## config.mk

```make
export PLATFORM = sky130hd
export DESIGN_NAME = rgb_text_triplet_parser_flat
export DESIGN_NICKNAME = d
export VERILOG_FILES = /design/src/rtp_pkg.sv /design/src/rtp_in_if.sv /design/src/rtp_out_if.sv /design/src/rtp_in_stage.sv /design/src/rtp_parse.sv /design/src/rgb_text_triplet_parser.sv /design/src/flat_wrapper.sv
export VERILOG_INCLUDE_DIRS = /design/src /design/src/src
export SDC_FILE = /design/constraint.sdc
export NUM_CORES = 1
export LEC_CHECK = 0
export BUFFER_PORTS_ARGS = -buffer_cell sky130_fd_sc_hd__buf_2
export CORE_ASPECT_RATIO = 1.1
export CORE_MARGIN = 5
export CORE_UTILIZATION = 25
export CTS_CLUSTER_DIAMETER = 200
export DETAILED_ROUTE_END_ITERATION = 10
export PLACE_DENSITY = 0.47
export SLEW_MARGIN = 25
export SYNTH_ARGS = -nofsm -noshare
export SYNTH_HDL_FRONTEND = slang
export SYNTH_HIERARCHICAL = 1
export SYNTH_SLANG_ARGS = --single-unit
```

## constraint.sdc

```tcl
create_clock -name clk -period 6.9 [get_ports clk]
set_clock_uncertainty 0.05 [all_clocks]
set_input_delay 0.345 -clock clk [delete_from_list [all_inputs] [get_ports clk]]
set_output_delay 0.345 -clock clk [all_outputs]
set_load 0.02 [all_outputs]
```

## src/rgb_text_triplet_parser_assert.svh

```systemverilog
// Assertion macros for the RGB text triplet parser
`ifndef RGB_TEXT_TRIPLET_PARSER_ASSERT_SVH
`define RGB_TEXT_TRIPLET_PARSER_ASSERT_SVH

`ifndef SYNTHESIS

// Same-cycle implication, sampled on clk, off while rst_n is low
`define RTP_ASSERT_IMP(lbl, ante, cons, msg) \
  lbl: assert property (@(posedge clk) disable iff (!rst_n) (ante) |-> (cons)) \
    else $error(msg);

// Next-cycle implication, sampled on clk, off while rst_n is low
`define RTP_ASSERT_NXT(lbl, ante, cons, msg) \
  lbl: assert property (@(posedge clk) disable iff (!rst_n) (ante) |=> (cons)) \
    else $error(msg);

`else

`define RTP_ASSERT_IMP(lbl, ante, cons, msg)
`define RTP_ASSERT_NXT(lbl, ante, cons, msg)

`endif

`endif

```

## src/rtp_pkg.sv

```systemverilog
// Shared types and constants for the RGB text triplet parser
package rtp_pkg;

  typedef enum logic [1:0] {
    PH_LEAD,
    PH_DIGITS,
    PH_TRAIL
  } phase_t;

  localparam logic [7:0] CH_NUL   = 8'h00;
  localparam logic [7:0] CH_SPACE = 8'h20;
  localparam logic [7:0] CH_COMMA = 8'h2C;
  localparam logic [7:0] CH_DIG0  = 8'h30;
  localparam logic [7:0] CH_DIG9  = 8'h39;

  localparam logic [8:0] COMP_MAX = 9'd255;
  localparam logic [8:0] ACC_SAT  = 9'd256;

  localparam logic [1:0] IDX_RED   = 2'd0;
  localparam logic [1:0] IDX_GREEN = 2'd1;
  localparam logic [1:0] IDX_BLUE  = 2'd2;

  typedef struct packed {
    logic       valid;
    logic [7:0] text_byte;
  } byte_beat_t;

endpackage

```

## src/rtp_in_if.sv

```systemverilog
// Input channel: one text byte per beat
interface rtp_in_if;
  logic       valid;
  logic       ready;
  logic [7:0] text_byte;

  modport source (output valid, output text_byte, input ready);
  modport sink (input valid, input text_byte, output ready);
endinterface

```

## src/rtp_out_if.sv

```systemverilog
// Result channel: packed color and error flag per beat
interface rtp_out_if;
  logic        valid;
  logic        ready;
  logic [23:0] packed_color;
  logic        format_error;

  modport source (output valid, output packed_color, output format_error, input ready);
  modport sink (input valid, input packed_color, input format_error, output ready);
endinterface

```

## src/rtp_in_stage.sv

```systemverilog
// Input register for incoming text bytes
module rtp_in_stage
  import rtp_pkg::*;
(
  input  logic       clk,
  input  logic       rst_n,
  rtp_in_if.sink     in_ch,
  output byte_beat_t beat_o,
  input  logic       take_i
);

  logic       valid_r;
  logic       valid_nxt;
  logic [7:0] byte_r;
  logic       load;

  assign in_ch.ready = !valid_r || take_i;
  assign load        = in_ch.valid && in_ch.ready;
  assign valid_nxt   = load ? 1'b1 : (take_i ? 1'b0 : valid_r);

  always_ff @(posedge clk) begin
    if (!rst_n) begin
      valid_r <= 1'b0;
    end else begin
      valid_r <= valid_nxt;
    end
  end

  always_ff @(posedge clk) begin
    if (load) begin
      byte_r <= in_ch.text_byte;
    end
  end

  assign beat_o.valid     = valid_r;
  assign beat_o.text_byte = byte_r;

endmodule

```

## src/rtp_parse.sv

```systemverilog
// Parser state, component accumulation and result register
module rtp_parse
  import rtp_pkg::*;
(
  input  logic       clk,
  input  logic       rst_n,
  input  byte_beat_t beat_i,
  output logic       take_o,
  rtp_out_if.source  out_ch
);

`include "rgb_text_triplet_parser_assert.svh"

  phase_t      phase_r, phase_nxt;
  logic [1:0]  idx_r, idx_nxt;
  logic [8:0]  acc_r, acc_nxt;
  logic        seen_r, seen_nxt;
  logic [7:0]  red_r, red_nxt;
  logic [7:0]  green_r, green_nxt;
  logic        err_r, err_nxt;

  logic        out_valid_r, out_valid_nxt;
  logic [23:0] color_r;
  logic        ferr_r;

  logic        is_nul, is_digit, is_space, is_comma;
  logic [3:0]  digit;
  logic [12:0] prod;
  logic [8:0]  acc_step;
  logic        fin;
  logic        ok;
  logic [23:0] color_nxt;

  assign is_nul   = (beat_i.text_byte == CH_NUL);
  assign is_space = (beat_i.text_byte == CH_SPACE);
  assign is_comma = (beat_i.text_byte == CH_COMMA);
  assign is_digit = (beat_i.text_byte >= CH_DIG0) && (beat_i.text_byte <= CH_DIG9);
  assign digit    = beat_i.text_byte[3:0];

  // Non-terminator bytes never wait; the terminator waits for a free result slot
  assign take_o = beat_i.valid && (!is_nul || !out_valid_r || out_ch.ready);
  assign fin    = take_o && is_nul;

  // acc * 10 + digit, saturating above 255
  assign prod     = {1'b0, acc_r, 3'b000} + {3'b000, acc_r, 1'b0} + {9'd0, digit};
  assign acc_step = (prod > {4'd0, COMP_MAX}) ? ACC_SAT : prod[8:0];

  always_comb begin
    phase_nxt = phase_r;
    if (fin) begin
      phase_nxt = PH_LEAD;
    end else if (take_o && !err_r) begin
      unique case (phase_r)
        PH_LEAD: begin
          if (is_digit) phase_nxt = PH_DIGITS;
        end
        PH_DIGITS: begin
          if (is_space && idx_r == IDX_BLUE && seen_r) phase_nxt = PH_TRAIL;
        end
        default: phase_nxt = phase_r;
      endcase
    end
  end

  always_comb begin
    idx_nxt   = idx_r;
    acc_nxt   = acc_r;
    seen_nxt  = seen_r;
    red_nxt   = red_r;
    green_nxt = green_r;
    err_nxt   = err_r;
    if (fin) begin
      idx_nxt   = IDX_RED;
      acc_nxt   = '0;
      seen_nxt  = 1'b0;
      red_nxt   = '0;
      green_nxt = '0;
      err_nxt   = 1'b0;
    end else if (take_o && !err_r) begin
      unique case (phase_r)
        PH_LEAD: begin
          if (is_digit) begin
            acc_nxt  = {5'd0, digit};
            seen_nxt = 1'b1;
          end else if (!is_space) begin
            err_nxt = 1'b1;
          end
        end
        PH_DIGITS: begin
          if (is_digit) begin
            acc_nxt  = acc_step;
            seen_nxt = 1'b1;
          end else if (is_comma) begin
            if (!seen_r || idx_r == IDX_BLUE || acc_r > COMP_MAX) begin
              err_nxt = 1'b1;
            end else begin
              if (idx_r == IDX_RED) red_nxt = acc_r[7:0];
              else                  green_nxt = acc_r[7:0];
              idx_nxt  = idx_r + 2'd1;
              acc_nxt  = '0;
              seen_nxt = 1'b0;
            end
          end else if (!(is_space && idx_r == IDX_BLUE && seen_r)) begin
            err_nxt = 1'b1;
          end
        end
        PH_TRAIL: begin
          if (!is_space) err_nxt = 1'b1;
        end
        default: err_nxt = 1'b1;
      endcase
    end
  end

  assign ok = !err_r && idx_r == IDX_BLUE && seen_r
              && (phase_r == PH_DIGITS || phase_r == PH_TRAIL)
              && acc_r <= COMP_MAX;
  assign color_nxt     = ok ? {red_r, green_r, acc_r[7:0]} : 24'd0;
  assign out_valid_nxt = fin ? 1'b1 : (out_ch.ready ? 1'b0 : out_valid_r);

  always_ff @(posedge clk) begin
    if (!rst_n) begin
      phase_r     <= PH_LEAD;
      idx_r       <= IDX_RED;
      acc_r       <= '0;
      seen_r      <= 1'b0;
      red_r       <= '0;
      green_r     <= '0;
      err_r       <= 1'b0;
      out_valid_r <= 1'b0;
    end else begin
      phase_r     <= phase_nxt;
      idx_r       <= idx_nxt;
      acc_r       <= acc_nxt;
      seen_r      <= seen_nxt;
      red_r       <= red_nxt;
      green_r     <= green_nxt;
      err_r       <= err_nxt;
      out_valid_r <= out_valid_nxt;
    end
  end

  always_ff @(posedge clk) begin
    if (fin) begin
      color_r <= color_nxt;
      ferr_r  <= !ok;
    end
  end

  assign out_ch.valid        = out_valid_r;
  assign out_ch.packed_color = color_r;
  assign out_ch.format_error = ferr_r;

  `RTP_ASSERT_IMP(a_err_zero_color, out_valid_r && ferr_r, color_r == 24'd0, "error result carries a color")
  `RTP_ASSERT_NXT(a_fin_clears, fin, phase_r == PH_LEAD && idx_r == IDX_RED && !err_r, "terminator did not reset parser")
  `RTP_ASSERT_NXT(a_err_sticky, take_o && !is_nul && err_r, err_r, "error dropped before terminator")
  `RTP_ASSERT_IMP(a_acc_bound, 1'b1, acc_r <= ACC_SAT && idx_r != 2'd3, "accumulator or index out of range")

endmodule

```

## src/rgb_text_triplet_parser.sv

```systemverilog
// Top level of the RGB text triplet parser
//
//   channel  | dir | payload                              | handshake
//   in_ch    | in  | text_byte[7:0]                       | valid/ready
//   out_ch   | out | packed_color[23:0], format_error     | valid/ready
//
// One byte is accepted per cycle unless a zero byte waits on a full result register; each
// byte passes through the input register, and the zero byte's result then goes to the result register.
// Synchronous active-low reset returns the parser to the leading-space phase.
// Only the zero byte waits on a full result register; other bytes never stall.
// With out_ch.ready held low, input stops once the result register is full and the input register holds a zero byte.
module rgb_text_triplet_parser
  import rtp_pkg::*;
(
  input  logic      clk,
  input  logic      rst_n,
  rtp_in_if.sink    in_ch,
  rtp_out_if.source out_ch
);

  byte_beat_t beat;
  logic       take;

  rtp_in_stage u_in_stage (
    .clk    (clk),
    .rst_n  (rst_n),
    .in_ch  (in_ch),
    .beat_o (beat),
    .take_i (take)
  );

  rtp_parse u_parse (
    .clk    (clk),
    .rst_n  (rst_n),
    .beat_i (beat),
    .take_o (take),
    .out_ch (out_ch)
  );

endmodule

```

## src/flat_wrapper.sv

```systemverilog
// flat-port wrapper written by rule: the top's interface ports become plain ports
module rgb_text_triplet_parser_flat import rtp_pkg::*;
  (clk, rst_n, in_ch_valid, in_ch_text_byte, in_ch_ready, out_ch_valid, out_ch_packed_color, out_ch_format_error, out_ch_ready);
  rtp_in_if in_ch_i ();
  rtp_out_if out_ch_i ();
  input  logic clk;
  input  logic rst_n;
  input wire logic [$bits(in_ch_i.valid)-1:0] in_ch_valid;
  input wire logic [$bits(in_ch_i.text_byte)-1:0] in_ch_text_byte;
  output wire logic [$bits(in_ch_i.ready)-1:0] in_ch_ready;
  output wire logic [$bits(out_ch_i.valid)-1:0] out_ch_valid;
  output wire logic [$bits(out_ch_i.packed_color)-1:0] out_ch_packed_color;
  output wire logic [$bits(out_ch_i.format_error)-1:0] out_ch_format_error;
  input wire logic [$bits(out_ch_i.ready)-1:0] out_ch_ready;
  assign in_ch_i.valid = in_ch_valid;
  assign in_ch_i.text_byte = in_ch_text_byte;
  assign in_ch_ready = in_ch_i.ready;
  assign out_ch_valid = out_ch_i.valid;
  assign out_ch_packed_color = out_ch_i.packed_color;
  assign out_ch_format_error = out_ch_i.format_error;
  assign out_ch_i.ready = out_ch_ready;
  rgb_text_triplet_parser u_core (.clk(clk), .rst_n(rst_n), .in_ch(in_ch_i), .out_ch(out_ch_i));
endmodule
```

; ---- Word-level counts from Yosys, hierarchy flattened
; Index checks and enable logic that the tools add are counted.
[word_totals]
regBits = 66
latchBits = 0
ram_bits = 0
romBits = 0
inputBits = 12
output_inout_bits = 27
word_cells = 98
memories = 0
[op_classes]
n_addsub = 3
multipliers = 0
div_mod_pow = 0
order_cmp = 5
n_eq_ne = 13
shift = 0
mux = 25
bitwise_logic = 4
n_reduce_logical = 36
[ops]
columns = operator, n
row1 = $mux W9, 5
row2 = $pmux W9 S2, 1
row3 = $eq A8 B6 Y1 const B, 2
row4 = $reduce_and A5 Y1, 3
row5 = $mux W1, 14
row6 = $add A12 B10 Y13, 1
row7 = $add A13 B4 Y13, 1
row8 = $gt A13 B8 Y1 const B, 1
row9 = $ne A3 B3 Y1 const B, 4
row10 = $reduce_and A6 Y1, 2
row11 = $logic_and A1 B1 Y1, 11
row12 = $gt A9 B8 Y1 const B, 1
row13 = $le A9 B8 Y1 const B, 1
row14 = $ge A8 B6 Y1 const B, 1
row15 = $le A8 B6 Y1 const B, 1
row16 = $logic_not A8 Y1, 1
row17 = $ne A2 B2 Y1 const B, 4
row18 = $logic_not A1 Y1, 6
row19 = $logic_or A1 B1 Y1, 6
row20 = $reduce_bool A2 Y1, 3
row21 = $eq A2 B2 Y1 const B, 2
row22 = $logic_not A2 Y1, 2
row23 = $mux W2, 2
row24 = $not A1 Y1, 4
row25 = other kinds (7), 7

; ---- Logic depth before layout (Yosys ltp)
[depth]
word_depth = 8
depth_mapped = 10

; ---- Modules after synthesis
; The synthesis kept the hierarchy.
[by_module_without_submodules]
columns = mod, instances, cells_per_inst, area_each_um2, seq_area_each_um2
row1 = rtp_parse, 1, 305, 3113.0, 1391.3
row2 = rtp_in_stage, 1, 14, 305.3, 260.2

; ---- Least setup slack after synthesis
; No wires, ideal clock.
[synth_timing]
kind = reg-to-reg
startpoint = register u_core.u_in_stage.byte_r[3]
endpoint = register u_core.u_parse.acc_r[3]
t_arrival_ns = 2.847
required_time_ns = 6.749
path_slack_ns = 3.902
path_stages_with_launch = 11
period_less_slack_ns = 2.998
cell_sequence = edfxtp_1 -> inv_1 -> fa_1 -> inv_1 -> ha_1 -> a211oi_1 -> nor3_1 -> o311a_1 -> a2111oi_4 -> nand2_2 -> o41ai_1
[synth_via]
elab_chain_len = 7
[synth_lines]
columns = element, line_no
row1 = start: declaration, rtp_in_stage.sv:14  ; logic [7:0] byte_r;
row2 = start signal: assignment, rtp_in_stage.sv:31  ; byte_r <= in_ch.text_byte;
row3 = "parallel branches: the longest is 7 deep, another holds $add A13 B4 Y13", --
row4 = end signal: assignment, rtp_parse.sv:134  ; acc_r <= acc_nxt;
row5 = end: declaration, rtp_parse.sv:16  ; logic [8:0] acc_r, acc_nxt;
; Parallel ways; which one is timed is not known. The select of a mux whose other input is x is not followed.
; A chain may end at the register's enable or synchronous reset.

; ---- Final worst setup path
[layout_timing]
startpoint = register u_core.u_in_stage.byte_r[3]
endpoint = register u_core.u_parse.acc_r[2]
; The elaborated chain is that of the path after synthesis.

==> impl_summary.log <==
[metrics] largest family of logic cells by synthesized area: simple AND/OR/NAND/NOR gates
[metrics] number of search-and-repair iterations in the first detailed-routing pass: 4
[metrics] vias per cell: about 4.5
[metrics] routed length per instance: 13.30 µm
[metrics] leading cell type in the layout, fill and taps excluded: buf_2
[metrics] Routed WL: ~7300 µm
[metrics] Placement Cell Area: 3797 µm²
[metrics] sequential cell area: between 1500 and 2000 µm²
[metrics] count of synthesis-stage warnings from yosys: 6
[metrics] Seq/Total Area, Yosys: 48.32%
[metrics] average cell area after synthesis: 10.72 µm²
[metrics] setup slack after placement: 3.525 ns
[metrics] arrival time of the worst setup path: 3.55 ns
[metrics] Sinks on Clock Net: 66
[metrics] origin of the critical flop-to-flop path: u_core/u_in_stage/byte_r[3]$_DFFE_PP_
[metrics] antenna violations before repair: 0
[metrics] TritonCTS clock tree: done
[metrics] global-route usage over all layers: 9.794%
[metrics] layout cells sized above 1: 20.33%
[metrics] flop and latch count out of synthesis: 66
[metrics] Clock Root Buffer: clkbuf_16
[metrics] total power: 926.0 µW
[metrics] count of buffers inserted at the top-level ports: 38
[metrics] synthesis-to-layout area growth: 20.42%
[metrics] number of library cell types mapped by synthesis: 61
[metrics] Synth Area in Compound Gates: 12.26%
[metrics] row cnt: 44
[metrics] standard cell core area: ~13000 µm²
[metrics] Post-Syn Nets: 355
[metrics] effective utilization at floorplan: 25.66%
[metrics] share of flip-flops with an asynchronous set or reset: 0%
[metrics] R2R setup slack: 3.53 ns
[metrics] xor/xnor cell area share of the yosys netlist: less than 1%
[metrics] launch point of the worst path: u_core/u_in_stage/byte_r[3]$_DFFE_PP_
[metrics] io pins: 39
[metrics] Post-synth top flop: edfxtp_1
[metrics] commonest cells after routing, fill and taps aside: 38 x buf_2, 33 x edfxtp_1, 33 x dfxtp_1
[metrics] startpoint type of the worst setup path: register
[metrics] global-route wire length before repair: 12370 µm
[metrics] most repeated library cell on the critical path: inv_1
[metrics] number of synthesized flops with an enable pin: 33
[metrics] Die ar.: 16110 µm²
[metrics] final critical path time including I/O delays and setup: approximately 3.4 ns
[metrics] PostCTS Resize Cnt: 0
[metrics] Crit Path Class: register to register
[metrics] WP data required: 7.07 ns
[metrics] maximum number of pins on one net before global-route repair: 26
[metrics] count of final setup violators: 0
[metrics] Worst path slowest cell: fa_1
[metrics] clock buffers created by TritonCTS: 9
[metrics] maximum resistive drop on vdd: approximately 0.14 mV
[metrics] number of DRC violations after detailed-routing iteration 0: 112
[metrics] estimated wirelength of the detail-placed design: between 5000 and 6000 µm
[metrics] Rel. slew slack: a little under half
[metrics] number of global-route vias before repair: 2423
[metrics] DR DRC count: 0
[metrics] Cell Count Post-Placement: 532
[metrics] adder and majority gate portion of the synthesized area: 9.224%
[metrics] clock latency at the later pin of the worst-skew pair: 0.33 ns
[metrics] hold crit path type: input port to register
[metrics] portion of netlist area occupied by mux cells: 5.637%
[metrics] biggest cell delay along the critical path: 0.59 ns
[metrics] status: completed
[metrics] family with the most delay on the worst path: compound AO/OA/AOI/OAI gates
[metrics] Min-Delay Startpoint: in_ch_text_byte[2]
[metrics] total of fill cells in the finished design: 1378
[metrics] maximum fanout count along the critical path: 8
[metrics] transition time at the pin with the least slew margin: 0.7936 ns
[metrics] Vert. Die Dim: 132.6 µm
[metrics] Max Fclk: 296.3 MHz
[metrics] H-tree levels: 3
[metrics] net count reported at finish: between 300 and 400
[metrics] cell area after synthesis: 3418 µm²
[metrics] number of nets with antenna violations after routing: 0
[metrics] hold bufs inserted after CTS: 0
[metrics] final estimated routing congestion in global placement: 0.8085
[metrics] Clock Path Buffers: 2
[metrics] max-slew violations: 0
[metrics] series of cell instances along the critical path: inv_1 -> fa_1 -> inv_1 -> ha_1 -> a211oi_1 -> nor3_1 -> o311a_1 -> a2111oi_4 -> nand2_2 -> o41ai_1
[metrics] power density normalized to cell area: 225.0 nW/µm²
[metrics] footprint of the multi-input gates: 1628 µm²
[metrics] overall die width: about 120 µm
[metrics] final hold violation count: 0
[metrics] Setup WS post-layout: 3.525 ns
[metrics] endpoint type of the worst setup path: register
[metrics] ratio of final minimum period to clock period: between 40% and 50%
[metrics] ANT cells: 0
[metrics] total via count in the routed design: about 2400
[metrics] area of all placed cells without fillers: 4116 µm²
[metrics] Gate Count Post-Synth: 319
[metrics] Post-Layout Cell Count: 548
[metrics] unrepaired setup endpoints after global routing: no
[metrics] Post-Route Setup TNS: 0 ns
[metrics] max-cap violations: 0
[metrics] Buf/Inv on CP: 2
[metrics] Static Leak: 0.001486 µW
[metrics] number of buffers inserted to repair setup after CTS: 0
[metrics] Congestion Overflow GR: 0
[metrics] register clock-pin slew on the reported worst setup and hold paths: 0.06 ns
[metrics] simple-gate share of the synthesized area: 19.40%
[sequential cells by signal (all words and copies together) (netlist names), 2 cells and up]
name and flops:
u_core/u_in_stage/byte_r 8, u_core/u_parse/acc_r 9, u_core/u_parse/green_r 8, u_core/u_parse/idx_r 2, u_core/u_parse/out_ch.packed_color 24, u_core/u_parse/phase_r 2
u_core/u_parse/red_r 8
[final cells by class]
cell class	count	area share, %
flip-flops and latches	66	40.12
multi-input cells	221	39.54
clock buffers	9	5.471
repair buffers	41	5.167
inverters	20	1.824
well taps	184	5.593
clock inverters	7	2.280
[where the power goes]
part / total (µW) / internal, µW / leakage [µW] / switching (µW)
clock: 486 / 315 / 0.000153 / 171
sequential: 418 / 414 / 0.000514 / 4.72
combinational: 21.3 / 8.58 / 0.000818 / 12.7
total: 926 / 738 / 0.00149 / 188
[per-layer routing]
| layer | vias to the layer above | part of all wire (%) | global-route usage (%) |
|---|---|---|---|
| met3 | 9 | 6.2 | 2.904 |
| met1 | 1123 | 46 | 12.49 |
| li1 | 1241 | - | - |
| met5 | - | 0 | 0 |
| met4 | 0 | 1.8 | 3.736 |
| met2 | 73 | 46 | 15.58 |
[kinds of logic (layout without fill, tap and decap cells)]
group,Yosys count,in the layout
DFF,66,66
and+or+nand+nor,120,120
muxes,19,19
buffers and inverters,32,77
AOI/OAI and AO/OA,55,55
adders and majority gates,24,24
xor gates and xnor gates,3,3
[synth_stat cells (2+ instances only)]
master | count | area (µm²)
and3b_1 | 3 | 26.28
mux2i_1 | 17 | 170.2
nand2_1 | 17 | 63.81
edfxtp_1 | 33 | 991.0
dfxtp_1 | 33 | 660.6
buf_6 | 2 | 22.52
clkbuf_1 | 4 | 15.01
buf_2 | 3 | 15.01
nor4b_1 | 3 | 26.28
o311a_1 | 2 | 20.02
o21ai_1 | 2 | 10.01
ha_1 | 22 | 275.3
nor2_1 | 31 | 116.4
a31oi_1 | 3 | 18.77
nand3_1 | 4 | 20.02
nor2b_1 | 7 | 43.79
nand2b_1 | 2 | 12.51
a21oi_1 | 5 | 25.02
fa_1 | 2 | 40.04
a211oi_1 | 4 | 30.03
xnor2_1 | 3 | 26.28
a21o_1 | 2 | 15.01
or2_2 | 2 | 12.51
o21bai_1 | 3 | 22.52
nor4_1 | 2 | 12.51
o21ai_0 | 13 | 65.06
buf_4 | 3 | 22.52
and3_1 | 5 | 31.28
o41ai_1 | 4 | 35.03
inv_1 | 20 | 75.07
nand3b_1 | 2 | 15.01
mux2_2 | 2 | 22.52
or4_1 | 2 | 15.01
and2_1 | 23 | 143.9
nand4_1 | 5 | 31.28
nor3_1 | 4 | 20.02
[metrics by stage]
stage / hold WS (ns) / util (%)
2_1_floorplan: 0.3939 / -
3_3_place_gp: 0.4157 / 28.48
3_5_place_dp: 0.4228 / 28.50
4_1_cts: 0.1212 / 30.90
5_1_grt: 0.1262 / 30.90
6_report: 0.1358 / 30.90
[path summary, 6_finish.rpt]
check / endpoint / cells after the start
min reg2reg: u_core/u_parse/red_r[5]$_SDFFE_PP0P_ / 2
max reg2reg: u_core/u_parse/acc_r[2]$_SDFFE_PP0P_ / 10
min: u_core/u_in_stage/byte_r[2]$_DFFE_PP_ / 1
max: u_core/u_parse/acc_r[2]$_SDFFE_PP0P_ / 10
No activity file was read; power rests on OpenSTA's default activity.
